===== src/rtl/compressed_unicode_to_utf8_top_assert.svh =====
// assertion macros used by the cu8 back end
`ifndef COMPRESSED_UNICODE_TO_UTF8_TOP_ASSERT_SVH
`define COMPRESSED_UNICODE_TO_UTF8_TOP_ASSERT_SVH

// clocked check, masked while reset is held
`define CU8_ASSERT_RST(lbl, prop, msg) \
    lbl: assert property (@(posedge aclk) disable iff (!aresetn) prop) else $error(msg);

// clocked check that also holds during reset
`define CU8_ASSERT_ALL(lbl, prop, msg) \
    lbl: assert property (@(posedge aclk) prop) else $error(msg);

`endif


===== src/rtl/cu8_pkg.sv =====
// shared types and constants of the compressed unicode to utf-8 decoder
`timescale 1ns / 1ps
`default_nettype none
package cu8_pkg;

    // compression mode of the open string
    localparam logic [1:0] MODE_NONE = 2'd0;
    localparam logic [1:0] MODE_8    = 2'd1;
    localparam logic [1:0] MODE_16   = 2'd2;
    localparam logic [1:0] MODE_BAD  = 2'd3;

    // final status codes
    localparam logic [1:0] ST_OK     = 2'd0;
    localparam logic [1:0] ST_BAD_ID = 2'd1;
    localparam logic [1:0] ST_ODD    = 2'd2;
    localparam logic [1:0] ST_OVF    = 2'd3;

    // compression ids
    localparam logic [7:0] ID_8  = 8'd8;
    localparam logic [7:0] ID_16 = 8'd16;

    // utf-8 length limits
    localparam logic [15:0] LIMIT_1B = 16'h0080;
    localparam logic [15:0] LIMIT_2B = 16'h0800;

    // utf-8 byte prefixes
    localparam logic [2:0] LEAD_2B = 3'b110;
    localparam logic [3:0] LEAD_3B = 4'b1110;
    localparam logic [1:0] CONT_B  = 2'b10;

    localparam logic [15:0] CAP_RESET = 16'd256;
    localparam int          JOB_DEPTH_DEF = 4;

    typedef struct packed {
        logic [7:0] in_byte;
        logic       first_byte;
        logic       last_byte;
    } in_item_t;

    typedef struct packed {
        logic [7:0]  out_byte;
        logic        is_end;
        logic [1:0]  status;
        logic [15:0] out_length;
    } out_item_t;

    // one decoded unit plus optional terminator, handed from front to back
    typedef struct packed {
        logic [15:0] unit;
        logic [1:0]  nbytes;
        logic        is_end;
        logic [1:0]  status;
        logic [15:0] length;
    } job_t;

endpackage
`default_nettype wire


===== src/rtl/cu8_front.sv =====
// front end: accepts input bytes, tracks string state, builds jobs
`timescale 1ns / 1ps
`default_nettype none
module cu8_front (
    input  wire logic              aclk,
    input  wire logic              aresetn,
    input  wire logic              s_valid,
    output logic                   s_ready,
    input  cu8_pkg::in_item_t      s_data,
    input  wire logic [15:0]       out_capacity,
    output logic                   push,
    output cu8_pkg::job_t          push_job,
    input  wire logic              job_full
);

    logic [1:0]  mode_reg, mode_next;
    logic        hp_reg, hp_next;
    logic [7:0]  hb_reg, hb_next;
    logic [15:0] bc_reg, bc_next;
    logic        stop_reg, stop_next;
    logic [1:0]  err_reg, err_next;

    logic        acc;
    logic        opened;
    logic        have;
    logic [15:0] unit;
    logic [1:0]  nb;
    logic [1:0]  nb_emit;
    logic [16:0] bc_sum;
    logic [1:0]  st;

    assign s_ready = !job_full;
    assign acc     = s_valid && s_ready;

    // utf-8 length of the current unit
    always_comb begin
        if (unit < cu8_pkg::LIMIT_1B) begin
            nb = 2'd1;
        end else if (unit < cu8_pkg::LIMIT_2B) begin
            nb = 2'd2;
        end else begin
            nb = 2'd3;
        end
    end

    assign bc_sum = {1'b0, bc_reg} + {15'd0, nb};

    always_comb begin
        mode_next = mode_reg;
        hp_next   = hp_reg;
        hb_next   = hb_reg;
        bc_next   = bc_reg;
        stop_next = stop_reg;
        err_next  = err_reg;
        opened    = 1'b0;
        have      = 1'b0;
        unit      = '0;
        nb_emit   = 2'd0;
        st        = cu8_pkg::ST_OK;
        push      = 1'b0;
        if (acc) begin
            if (s_data.first_byte) begin
                opened  = 1'b1;
                hp_next = 1'b0;
                hb_next = '0;
                bc_next = '0;
                if (s_data.in_byte == cu8_pkg::ID_8) begin
                    mode_next = cu8_pkg::MODE_8;
                    stop_next = 1'b0;
                    err_next  = cu8_pkg::ST_OK;
                end else if (s_data.in_byte == cu8_pkg::ID_16) begin
                    mode_next = cu8_pkg::MODE_16;
                    stop_next = 1'b0;
                    err_next  = cu8_pkg::ST_OK;
                end else begin
                    mode_next = cu8_pkg::MODE_BAD;
                    stop_next = 1'b1;
                    err_next  = cu8_pkg::ST_BAD_ID;
                end
            end else if (mode_reg != cu8_pkg::MODE_NONE) begin
                opened = 1'b1;
                case (mode_reg)
                    cu8_pkg::MODE_8: begin
                        unit = {8'd0, s_data.in_byte};
                        have = 1'b1;
                    end
                    cu8_pkg::MODE_16: begin
                        if (!hp_reg) begin
                            hb_next = s_data.in_byte;
                            hp_next = 1'b1;
                        end else begin
                            unit    = {hb_reg, s_data.in_byte};
                            hp_next = 1'b0;
                            have    = 1'b1;
                        end
                    end
                    default: begin
                    end
                endcase
                if (have && !stop_reg) begin
                    if (unit == 16'd0) begin
                        stop_next = 1'b1;
                    end else if (bc_sum >= {1'b0, out_capacity}) begin
                        stop_next = 1'b1;
                        err_next  = cu8_pkg::ST_OVF;
                    end else begin
                        nb_emit = nb;
                        bc_next = bc_sum[15:0];
                    end
                end
            end
            if (opened && s_data.last_byte) begin
                if (out_capacity == 16'd0) begin
                    st = cu8_pkg::ST_OVF;
                end else if (mode_next == cu8_pkg::MODE_BAD) begin
                    st = cu8_pkg::ST_BAD_ID;
                end else if (mode_next == cu8_pkg::MODE_16 && hp_next) begin
                    st = cu8_pkg::ST_ODD;
                end else begin
                    st = err_next;
                end
            end
            push = opened && (nb_emit != 2'd0 || s_data.last_byte);
        end
    end

    always_comb begin
        push_job.unit   = unit;
        push_job.nbytes = nb_emit;
        push_job.is_end = s_data.last_byte;
        push_job.status = st;
        push_job.length = bc_next;
    end

    always_ff @(posedge aclk) begin
        if (!aresetn) begin
            mode_reg <= cu8_pkg::MODE_NONE;
            hp_reg   <= 1'b0;
            hb_reg   <= '0;
            bc_reg   <= '0;
            stop_reg <= 1'b0;
            err_reg  <= cu8_pkg::ST_OK;
        end else if (opened && s_data.last_byte) begin
            mode_reg <= cu8_pkg::MODE_NONE;
            hp_reg   <= 1'b0;
            hb_reg   <= '0;
            bc_reg   <= '0;
            stop_reg <= 1'b0;
            err_reg  <= cu8_pkg::ST_OK;
        end else begin
            mode_reg <= mode_next;
            hp_reg   <= hp_next;
            hb_reg   <= hb_next;
            bc_reg   <= bc_next;
            stop_reg <= stop_next;
            err_reg  <= err_next;
        end
    end

endmodule
`default_nettype wire


===== src/rtl/cu8_job_fifo.sv =====
// small job queue between front and back
`timescale 1ns / 1ps
`default_nettype none
module cu8_job_fifo #(
    parameter int DEPTH = cu8_pkg::JOB_DEPTH_DEF
) (
    input  wire logic     aclk,
    input  wire logic     aresetn,
    input  wire logic     push,
    input  cu8_pkg::job_t push_job,
    output logic          full,
    input  wire logic     pop,
    output cu8_pkg::job_t pop_job,
    output logic          not_empty
);

    localparam int AW = (DEPTH > 1) ? $clog2(DEPTH) : 1;
    localparam int CW = $clog2(DEPTH + 1);

    cu8_pkg::job_t    entry_reg [DEPTH];
    logic [AW-1:0]    wr_ptr_reg, wr_ptr_next;
    logic [AW-1:0]    rd_ptr_reg, rd_ptr_next;
    logic [CW-1:0]    count_reg, count_next;
    logic             do_push, do_pop;

    assign full      = (count_reg == CW'(DEPTH));
    assign not_empty = (count_reg != '0);
    assign do_push   = push && !full;
    assign do_pop    = pop && not_empty;
    assign pop_job   = entry_reg[rd_ptr_reg];

    always_comb begin
        wr_ptr_next = wr_ptr_reg;
        rd_ptr_next = rd_ptr_reg;
        count_next  = count_reg;
        if (do_push) begin
            wr_ptr_next = (wr_ptr_reg == AW'(DEPTH - 1)) ? '0 : wr_ptr_reg + 1'b1;
        end
        if (do_pop) begin
            rd_ptr_next = (rd_ptr_reg == AW'(DEPTH - 1)) ? '0 : rd_ptr_reg + 1'b1;
        end
        if (do_push && !do_pop) begin
            count_next = count_reg + 1'b1;
        end else if (do_pop && !do_push) begin
            count_next = count_reg - 1'b1;
        end
    end

    always_ff @(posedge aclk) begin
        if (!aresetn) begin
            wr_ptr_reg <= '0;
            rd_ptr_reg <= '0;
            count_reg  <= '0;
        end else begin
            wr_ptr_reg <= wr_ptr_next;
            rd_ptr_reg <= rd_ptr_next;
            count_reg  <= count_next;
        end
    end

    always_ff @(posedge aclk) begin
        if (do_push) begin
            entry_reg[wr_ptr_reg] <= push_job;
        end
    end

endmodule
`default_nettype wire


===== src/rtl/cu8_back.sv =====
// back end: expands jobs into utf-8 bytes and the terminator
`timescale 1ns / 1ps
`default_nettype none
`include "compressed_unicode_to_utf8_top_assert.svh"
module cu8_back (
    input  wire logic          aclk,
    input  wire logic          aresetn,
    input  cu8_pkg::job_t      job,
    input  wire logic          job_avail,
    output logic               job_pop,
    output logic               m_valid,
    input  wire logic          m_ready,
    output cu8_pkg::out_item_t m_data
);

    logic               busy_reg, busy_next;
    cu8_pkg::job_t      job_reg, job_next;
    logic [1:0]         pos_reg, pos_next;
    logic               m_valid_reg, m_valid_next;
    cu8_pkg::out_item_t m_data_reg, m_data_next;

    logic               can_emit;
    logic               last_piece;
    logic [2:0]         total;
    cu8_pkg::out_item_t piece;

    assign total      = {1'b0, job_reg.nbytes} + {2'd0, job_reg.is_end};
    assign last_piece = ({1'b0, pos_reg} + 3'd1) == total;
    assign can_emit   = busy_reg && (!m_valid_reg || m_ready);
    assign job_pop    = job_avail && (!busy_reg || (can_emit && last_piece));

    // byte or terminator selected by the current position
    always_comb begin
        piece.out_byte   = 8'd0;
        piece.is_end     = 1'b0;
        piece.status     = cu8_pkg::ST_OK;
        piece.out_length = '0;
        if (pos_reg < job_reg.nbytes) begin
            case (job_reg.nbytes)
                2'd1: piece.out_byte = job_reg.unit[7:0];
                2'd2: begin
                    if (pos_reg == 2'd0) begin
                        piece.out_byte = {cu8_pkg::LEAD_2B, job_reg.unit[10:6]};
                    end else begin
                        piece.out_byte = {cu8_pkg::CONT_B, job_reg.unit[5:0]};
                    end
                end
                2'd3: begin
                    case (pos_reg)
                        2'd0: piece.out_byte = {cu8_pkg::LEAD_3B, job_reg.unit[15:12]};
                        2'd1: piece.out_byte = {cu8_pkg::CONT_B, job_reg.unit[11:6]};
                        default: piece.out_byte = {cu8_pkg::CONT_B, job_reg.unit[5:0]};
                    endcase
                end
                default: piece.out_byte = 8'd0;
            endcase
        end else begin
            piece.is_end     = 1'b1;
            piece.status     = job_reg.status;
            piece.out_length = job_reg.length;
        end
    end

    always_comb begin
        busy_next    = busy_reg;
        job_next     = job_reg;
        pos_next     = pos_reg;
        m_valid_next = m_valid_reg;
        m_data_next  = m_data_reg;
        if (can_emit) begin
            m_valid_next = 1'b1;
            m_data_next  = piece;
            pos_next     = pos_reg + 1'b1;
            if (last_piece) begin
                busy_next = 1'b0;
            end
        end else if (m_ready) begin
            m_valid_next = 1'b0;
        end
        if (job_pop) begin
            busy_next = 1'b1;
            job_next  = job;
            pos_next  = 2'd0;
        end
    end

    always_ff @(posedge aclk) begin
        if (!aresetn) begin
            busy_reg    <= 1'b0;
            pos_reg     <= 2'd0;
            m_valid_reg <= 1'b0;
        end else begin
            busy_reg    <= busy_next;
            pos_reg     <= pos_next;
            m_valid_reg <= m_valid_next;
        end
    end

    always_ff @(posedge aclk) begin
        job_reg    <= job_next;
        m_data_reg <= m_data_next;
    end

    assign m_valid = m_valid_reg;
    assign m_data  = m_data_reg;

    `CU8_ASSERT_RST(a_data_fields_zero, m_valid_reg && !m_data_reg.is_end |-> m_data_reg.status == cu8_pkg::ST_OK && m_data_reg.out_length == 16'd0, "data byte carries status or length")
    `CU8_ASSERT_RST(a_term_zero_byte, m_valid_reg && m_data_reg.is_end |-> m_data_reg.out_byte == 8'd0, "terminator byte not zero")
    `CU8_ASSERT_RST(a_pos_in_range, busy_reg |-> {1'b0, pos_reg} < total, "piece position past end of job")
    `CU8_ASSERT_ALL(a_reset_idle, !aresetn |=> !busy_reg && !m_valid_reg, "back end not idle after reset")

endmodule
`default_nettype wire


===== src/rtl/compressed_unicode_to_utf8_top.sv =====
// top level of the compressed unicode to utf-8 stream decoder
//
//  channel   dir  handshake             payload
//  s_        in   s_valid / s_ready     s_data  (in_byte, first_byte, last_byte)
//  m_        out  m_valid / m_ready     m_data  (out_byte, is_end, status, out_length)
//  cfg_      in   cfg_wr_en             cfg_wr_data (out_capacity)
//
//  the front takes one input byte per cycle while the job queue has room
//  each accepted byte yields 0 to 4 output transactions (up to three utf-8
//  bytes plus the terminator); the back sends one transaction per cycle while
//  the output register is empty or m_ready is high
//  reset is synchronous, active low: string state and queue clear, capacity = 256
//  output stalls back up through the queue to s_ready; the input side is
//  held only while the job queue is full
`timescale 1ns / 1ps
`default_nettype none
module compressed_unicode_to_utf8_top #(
    parameter int JOB_DEPTH = cu8_pkg::JOB_DEPTH_DEF
) (
    input  wire logic          aclk,
    input  wire logic          aresetn,
    // input byte stream
    input  wire logic          s_valid,
    output logic               s_ready,
    input  cu8_pkg::in_item_t  s_data,
    // utf-8 result stream
    output logic               m_valid,
    input  wire logic          m_ready,
    output cu8_pkg::out_item_t m_data,
    // capacity register write
    input  wire logic          cfg_wr_en,
    input  wire logic [15:0]   cfg_wr_data
);

    // output buffer size, terminator included
    logic [15:0]   cap_reg;

    // front to queue
    logic          push;
    cu8_pkg::job_t push_job;
    logic          job_full;

    // queue to back
    logic          pop;
    cu8_pkg::job_t pop_job;
    logic          job_avail;

    always_ff @(posedge aclk) begin
        if (!aresetn) begin
            cap_reg <= cu8_pkg::CAP_RESET;
        end else if (cfg_wr_en) begin
            cap_reg <= cfg_wr_data;
        end
    end

    // classify bytes, run the string state, decide what each byte emits
    cu8_front u_front (
        .aclk         (aclk),
        .aresetn      (aresetn),
        .s_valid      (s_valid),
        .s_ready      (s_ready),
        .s_data       (s_data),
        .out_capacity (cap_reg),
        .push         (push),
        .push_job     (push_job),
        .job_full     (job_full)
    );

    // decouples the byte rate of the front from the expansion in the back
    cu8_job_fifo #(
        .DEPTH (JOB_DEPTH)
    ) u_fifo (
        .aclk      (aclk),
        .aresetn   (aresetn),
        .push      (push),
        .push_job  (push_job),
        .full      (job_full),
        .pop       (pop),
        .pop_job   (pop_job),
        .not_empty (job_avail)
    );

    // one utf-8 byte or terminator per cycle into the output register, while it is empty or m_ready is high
    cu8_back u_back (
        .aclk      (aclk),
        .aresetn   (aresetn),
        .job       (pop_job),
        .job_avail (job_avail),
        .job_pop   (pop),
        .m_valid   (m_valid),
        .m_ready   (m_ready),
        .m_data    (m_data)
    );

endmodule
`default_nettype wire

===== config.mk =====
export PLATFORM = sky130hd
export DESIGN_NAME = compressed_unicode_to_utf8_top
export DESIGN_NICKNAME = d
export VERILOG_FILES = /design/src/rtl/cu8_pkg.sv /design/src/rtl/cu8_front.sv /design/src/rtl/cu8_job_fifo.sv /design/src/rtl/cu8_back.sv /design/src/rtl/compressed_unicode_to_utf8_top.sv
export VERILOG_INCLUDE_DIRS = /design/src /design/src/rtl
export SDC_FILE = /design/constraint.sdc
export NUM_CORES = 1
export LEC_CHECK = 0
export CORE_ASPECT_RATIO = 0.75
export CORE_MARGIN = 4
export CORE_UTILIZATION = 35
export CTS_CLUSTER_SIZE = 24
export DETAILED_ROUTE_END_ITERATION = 10
export DONT_BUFFER_PORTS = 1
export HOLD_SLACK_MARGIN = 0.05
export PLACE_DENSITY = 0.45
export SLEW_MARGIN = 10
export SYNTH_ARGS = -nofsm -noshare
export SYNTH_HDL_FRONTEND = slang
export SYNTH_SLANG_ARGS = --single-unit

===== constraint.sdc =====
create_clock -name aclk -period 7.62 [get_ports aclk]
set_input_delay 1.524 -clock aclk [delete_from_list [all_inputs] [get_ports aclk]]
set_output_delay 1.524 -clock aclk [all_outputs]
set_load 0.005 [all_outputs]

==> summary.md <==
| Metric | Value |
|---|---|
| CTS resizes | `0` |
| CP startpoint | `s_valid` |
| Sequential area share after synthesis | `0.643` |
| CP startpoint kind | `primary input` |
| Vias in the first global route | `6642` |
| Main synth FF type | `edfxtp_1` |
| #FFs+latches synth | `269` |
| R2R cell count | `27` |
| Top-count cell post-synth | `edfxtp_1` |
| Drt total wl | `25600 µm` |
| WP depth | `22` |
| Max stage delay on crit path | `0.49 ns` |
| Non-filler cells, final | `1266` |
| Synth area leader | `edfxtp_1` |
| Hold Worst Slack | `0.463 ns` |
| Routed via count | `6441` |
| Worst r2r src | `u_front.mode_reg[0]$_SDFFE_PP0N_` |
| Drt pass-1 iters | `7` |
| Worst slew pin tran | `1.13 ns` |
| Starting Density | `0.358` |
| Part of the cycle the worst path needs | `0.855` |
| CTS clk-pin slew, worst paths | `0.06 ns` |
| Crit path arrival time | `6.99 ns` |
| Yosys warnings | `0` |
| Top cells by count, synth | `212 x edfxtp_1, 67 x nor2_1, 57 x dfxtp_1` |
| Via/cell ratio | `5.09` |
| Overall power | `4.30 mW` |
| Final Critical Period | `6.51 ns` |
| Final ANT Viol Nets | `0` |
| IO buf count | `0` |
| Cts bufs inserted | `30` |
| Layout cells sized above 1 | `0.155` |
| Crit. End Element | `flop` |
| Overall Global Routing Usage | `0.141` |
| Top delay family on crit path | `simple AND/OR/NAND/NOR gates` |
| Most frequent CP cell | `ha_1` |
| Critical path class | `in2reg` |
| Largest net degree at the start of global routing | `41` |
| Number of flip-flops in the largest register | `148` |
| Setup TNS Final | `0 ns` |
| Post-synth EDFFs | `212` |
| Mapped Cells | `795` |
| CP max FO | `17` |
| WP data required | `8.10 ns` |
| Crit-path cells | `and2_1 > nand3_1 > or3_1 > ha_1 > inv_1 > fa_1 > nand4b_1 > nor2_1 > and4_1 > xor2_1 > ha_1 > a211oi_1 > o21ai_0 > a211oi_2 > o211ai_4 > o31ai_4 > ha_1 > inv_1 > fa_1 > xor2_1 > or3_1 > a21boi_0` |
| Critical path destination | `u_fifo.count_reg[2]$_SDFFE_PN0P_` |
| Dominant cells by area after synthesis | `edfxtp_1 54%, dfxtp_1 9.8%, mux4_2 7.1%` |
| H-tree level count | `1` |
| Cell Pwr Density | `327 nW/µm²` |
| Ant diodes | `0` |
| Drt wl/cell | `20.2 µm` |
| Die ar. | `36400 µm²` |
| Clock Path Buffers | `3` |
| Outcome | `finished, final reports clean` |
| DR iter-0 viols | `394` |
| DP Cell Count | `1210` |
| Max Fclk | `0.154 GHz` |
| Count of final setup violators | `0` |
| CP max-delay cell | `o31ai_4` |
| Internal reg-to-reg setup slack | `1.12 ns` |
| Peak supply drop | `0.160 mV` |
| Die width | `219 µm` |
| Worst Clk Skew | `0.0192 ns` |
| Fin. max-slew vios | `0` |
| GR Overflow Total | `0` |
| Avg Inst Size Synth | `14.7 µm²` |
| Antenna violations before repair | `0` |
| Slew headroom | `0.241` |
| Max Cap Violations | `0` |
| Cell Area, Synth | `11700 µm²` |
| Residual DRC count | `0` |
| Syn nets | `862` |
| Clock latency on the worst-skew pair | `0.57 ns` |
| CTS sink count | `269` |
| Nets | `867` |
| Unrepaired setup endpoints after global routing | `no` |
| CP bufs+invs | `2` |
| Gpl congestion | `0.814` |
| Netlist cell types | `69` |
| Fraction of registers with async set/reset | `0` |
| Final Hold Vio Count | `0` |
| Core ar. | `32700 µm²` |
| Leak Pwr | `4.38 nW` |
| Share of the synthesized area in the top cell type | `0.545` |
| Row count | `57` |
| I/O pin count | `60` |
| First-pass GRT wire length | `39900 µm` |
| Worst Hold Class | `reg2reg` |
| Layout area overhead | `12.6%` |
| CTS tree | `done` |
| CTS root buffer | `clkbuf_16` |
| Post-CTS Setup Repair Bufs | `0` |
| Die Y | `166 µm` |
| Detailed-placement wirelength estimate | `16800 µm` |
| Reg2reg end | `u_fifo.count_reg[2]$_SDFFE_PN0P_` |
| CTS hold repair buffers | `0` |
[placed cells by master (no fill, tap or decap), types with 6 or more instances in the layout]
| master | netlist | final |
|---|---|---|
| nand3_1 | 10 | 10 |
| dfxtp_1 | 57 | 56 |
| and2_1 | 40 | 40 |
| a21oi_1 | 11 | 11 |
| o21ai_0 | 16 | 16 |
| nand4_1 | 7 | 7 |
| mux2i_1 | 24 | 24 |
| mux4_2 | 37 | 37 |
| nor4_2 | 8 | 8 |
| inv_1 | 36 | 36 |
| edfxtp_1 | 212 | 212 |
| nor2b_1 | 20 | 20 |
| xnor2_1 | 22 | 22 |
| a22oi_1 | 18 | 18 |
| clkbuf_16 | 0 | 30 |
| buf_4 | 1 | 8 |
| nand2_1 | 31 | 31 |
| nor2_1 | 67 | 67 |
| xor2_1 | 9 | 9 |
| ha_1 | 34 | 34 |
| o21ai_1 | 10 | 10 |
| clkbuf_8 | 0 | 6 |
| clkinv_2 | 0 | 7 |
[kinds of logic (layout without fill, tap and decap cells)]
family,Yosys count,after routing,synth area share
flops,269,269,0.643
simple gates,226,226,0.110
compound gates,100,100,0.0660
buf+inv,71,100,0.0253
mux,62,62,0.0929
fa+ha+maj,36,36,0.0398
xor+xnor,31,31,0.0232
[metrics by stage]
stage,utilization,worst slack [ns],instance area (µm²)
2_1_floorplan,-,1.35,11700
3_3_place_gp,0.372,0.818,12100
3_5_place_dp,0.372,0.607,12100
4_1_cts,0.403,1.08,13200
5_1_grt,0.403,0.556,13200
6_report,0.403,1.11,13200
[layer usage]
metal	wire length, µm	GRT usage	vias up	part of all wire
li1	-	-	3010	-
met2	10800	0.200	151	0.42
met3	1080	0.0276	37	0.042
met1	13200	0.223	3243	0.51
met4	564	0.0321	0	0.022
met5	0	0.00133	-	0
[worst reg2reg max path, stage by stage, from the launching register on]
cell      delay [ns]
dfxtp_1         0.38
inv_1           0.10
ha_1            0.25
and2_1          0.21
o21ai_0         0.13
o21ai_0         0.11
nand2_1         0.10
inv_1           0.04
o21ai_0         0.39
inv_1           0.10
ha_1            0.30
a21o_1          0.13
or4b_1          0.61
nor3_4          0.20
nand3_1         0.15
xnor2_1         0.28
ha_1            0.32
nand4_1         0.09
nor4_1          0.06
a211oi_2        0.27
o211ai_4        0.30
o31ai_4         0.50
ha_1            0.28
inv_1           0.07
fa_1            0.39
xor2_1          0.19
or3_1           0.32
a21boi_0        0.18
[layout make-up]
type	instances	area, µm²
Clock buffer	40	848
Clock inverter	16	164
Fill cell	3005	19500
Inverter	36	135
Multi-Input combinational cell	455	3880
Sequential cell	269	7510
Tap cell	442	553
Timing Repair Buffer	8	60.1
[worst min path at each step]
stage	from	endpoint	slack (ns)	cells after the start
after floorplan	u_front.err_reg[0]$_SDFFE_PP0N_	u_front.err_reg[0]$_SDFFE_PP0N_	0.43	2
after global placement	u_front.err_reg[0]$_SDFFE_PP0N_	u_front.err_reg[0]$_SDFFE_PP0N_	0.45	2
after detailed placement	u_front.err_reg[0]$_SDFFE_PP0N_	u_front.err_reg[0]$_SDFFE_PP0N_	0.46	2
after CTS	u_front.err_reg[0]$_SDFFE_PP0N_	u_front.err_reg[0]$_SDFFE_PP0N_	0.46	2
after global routing	u_front.err_reg[0]$_SDFFE_PP0N_	u_front.err_reg[0]$_SDFFE_PP0N_	0.48	2
final	u_front.err_reg[0]$_SDFFE_PP0N_	u_front.err_reg[0]$_SDFFE_PP0N_	0.46	2
[report_power, final]
part / leakage, nW / switching (mW) / internal (mW)
combinational: 1.54 / 0.429 / 0.338
sequential: 2.35 / 0.191 / 1.90
clock: 0.493 / 0.587 / 0.853
total: 4.38 / 1.21 / 3.09
(Power assumes the default switching activity.)
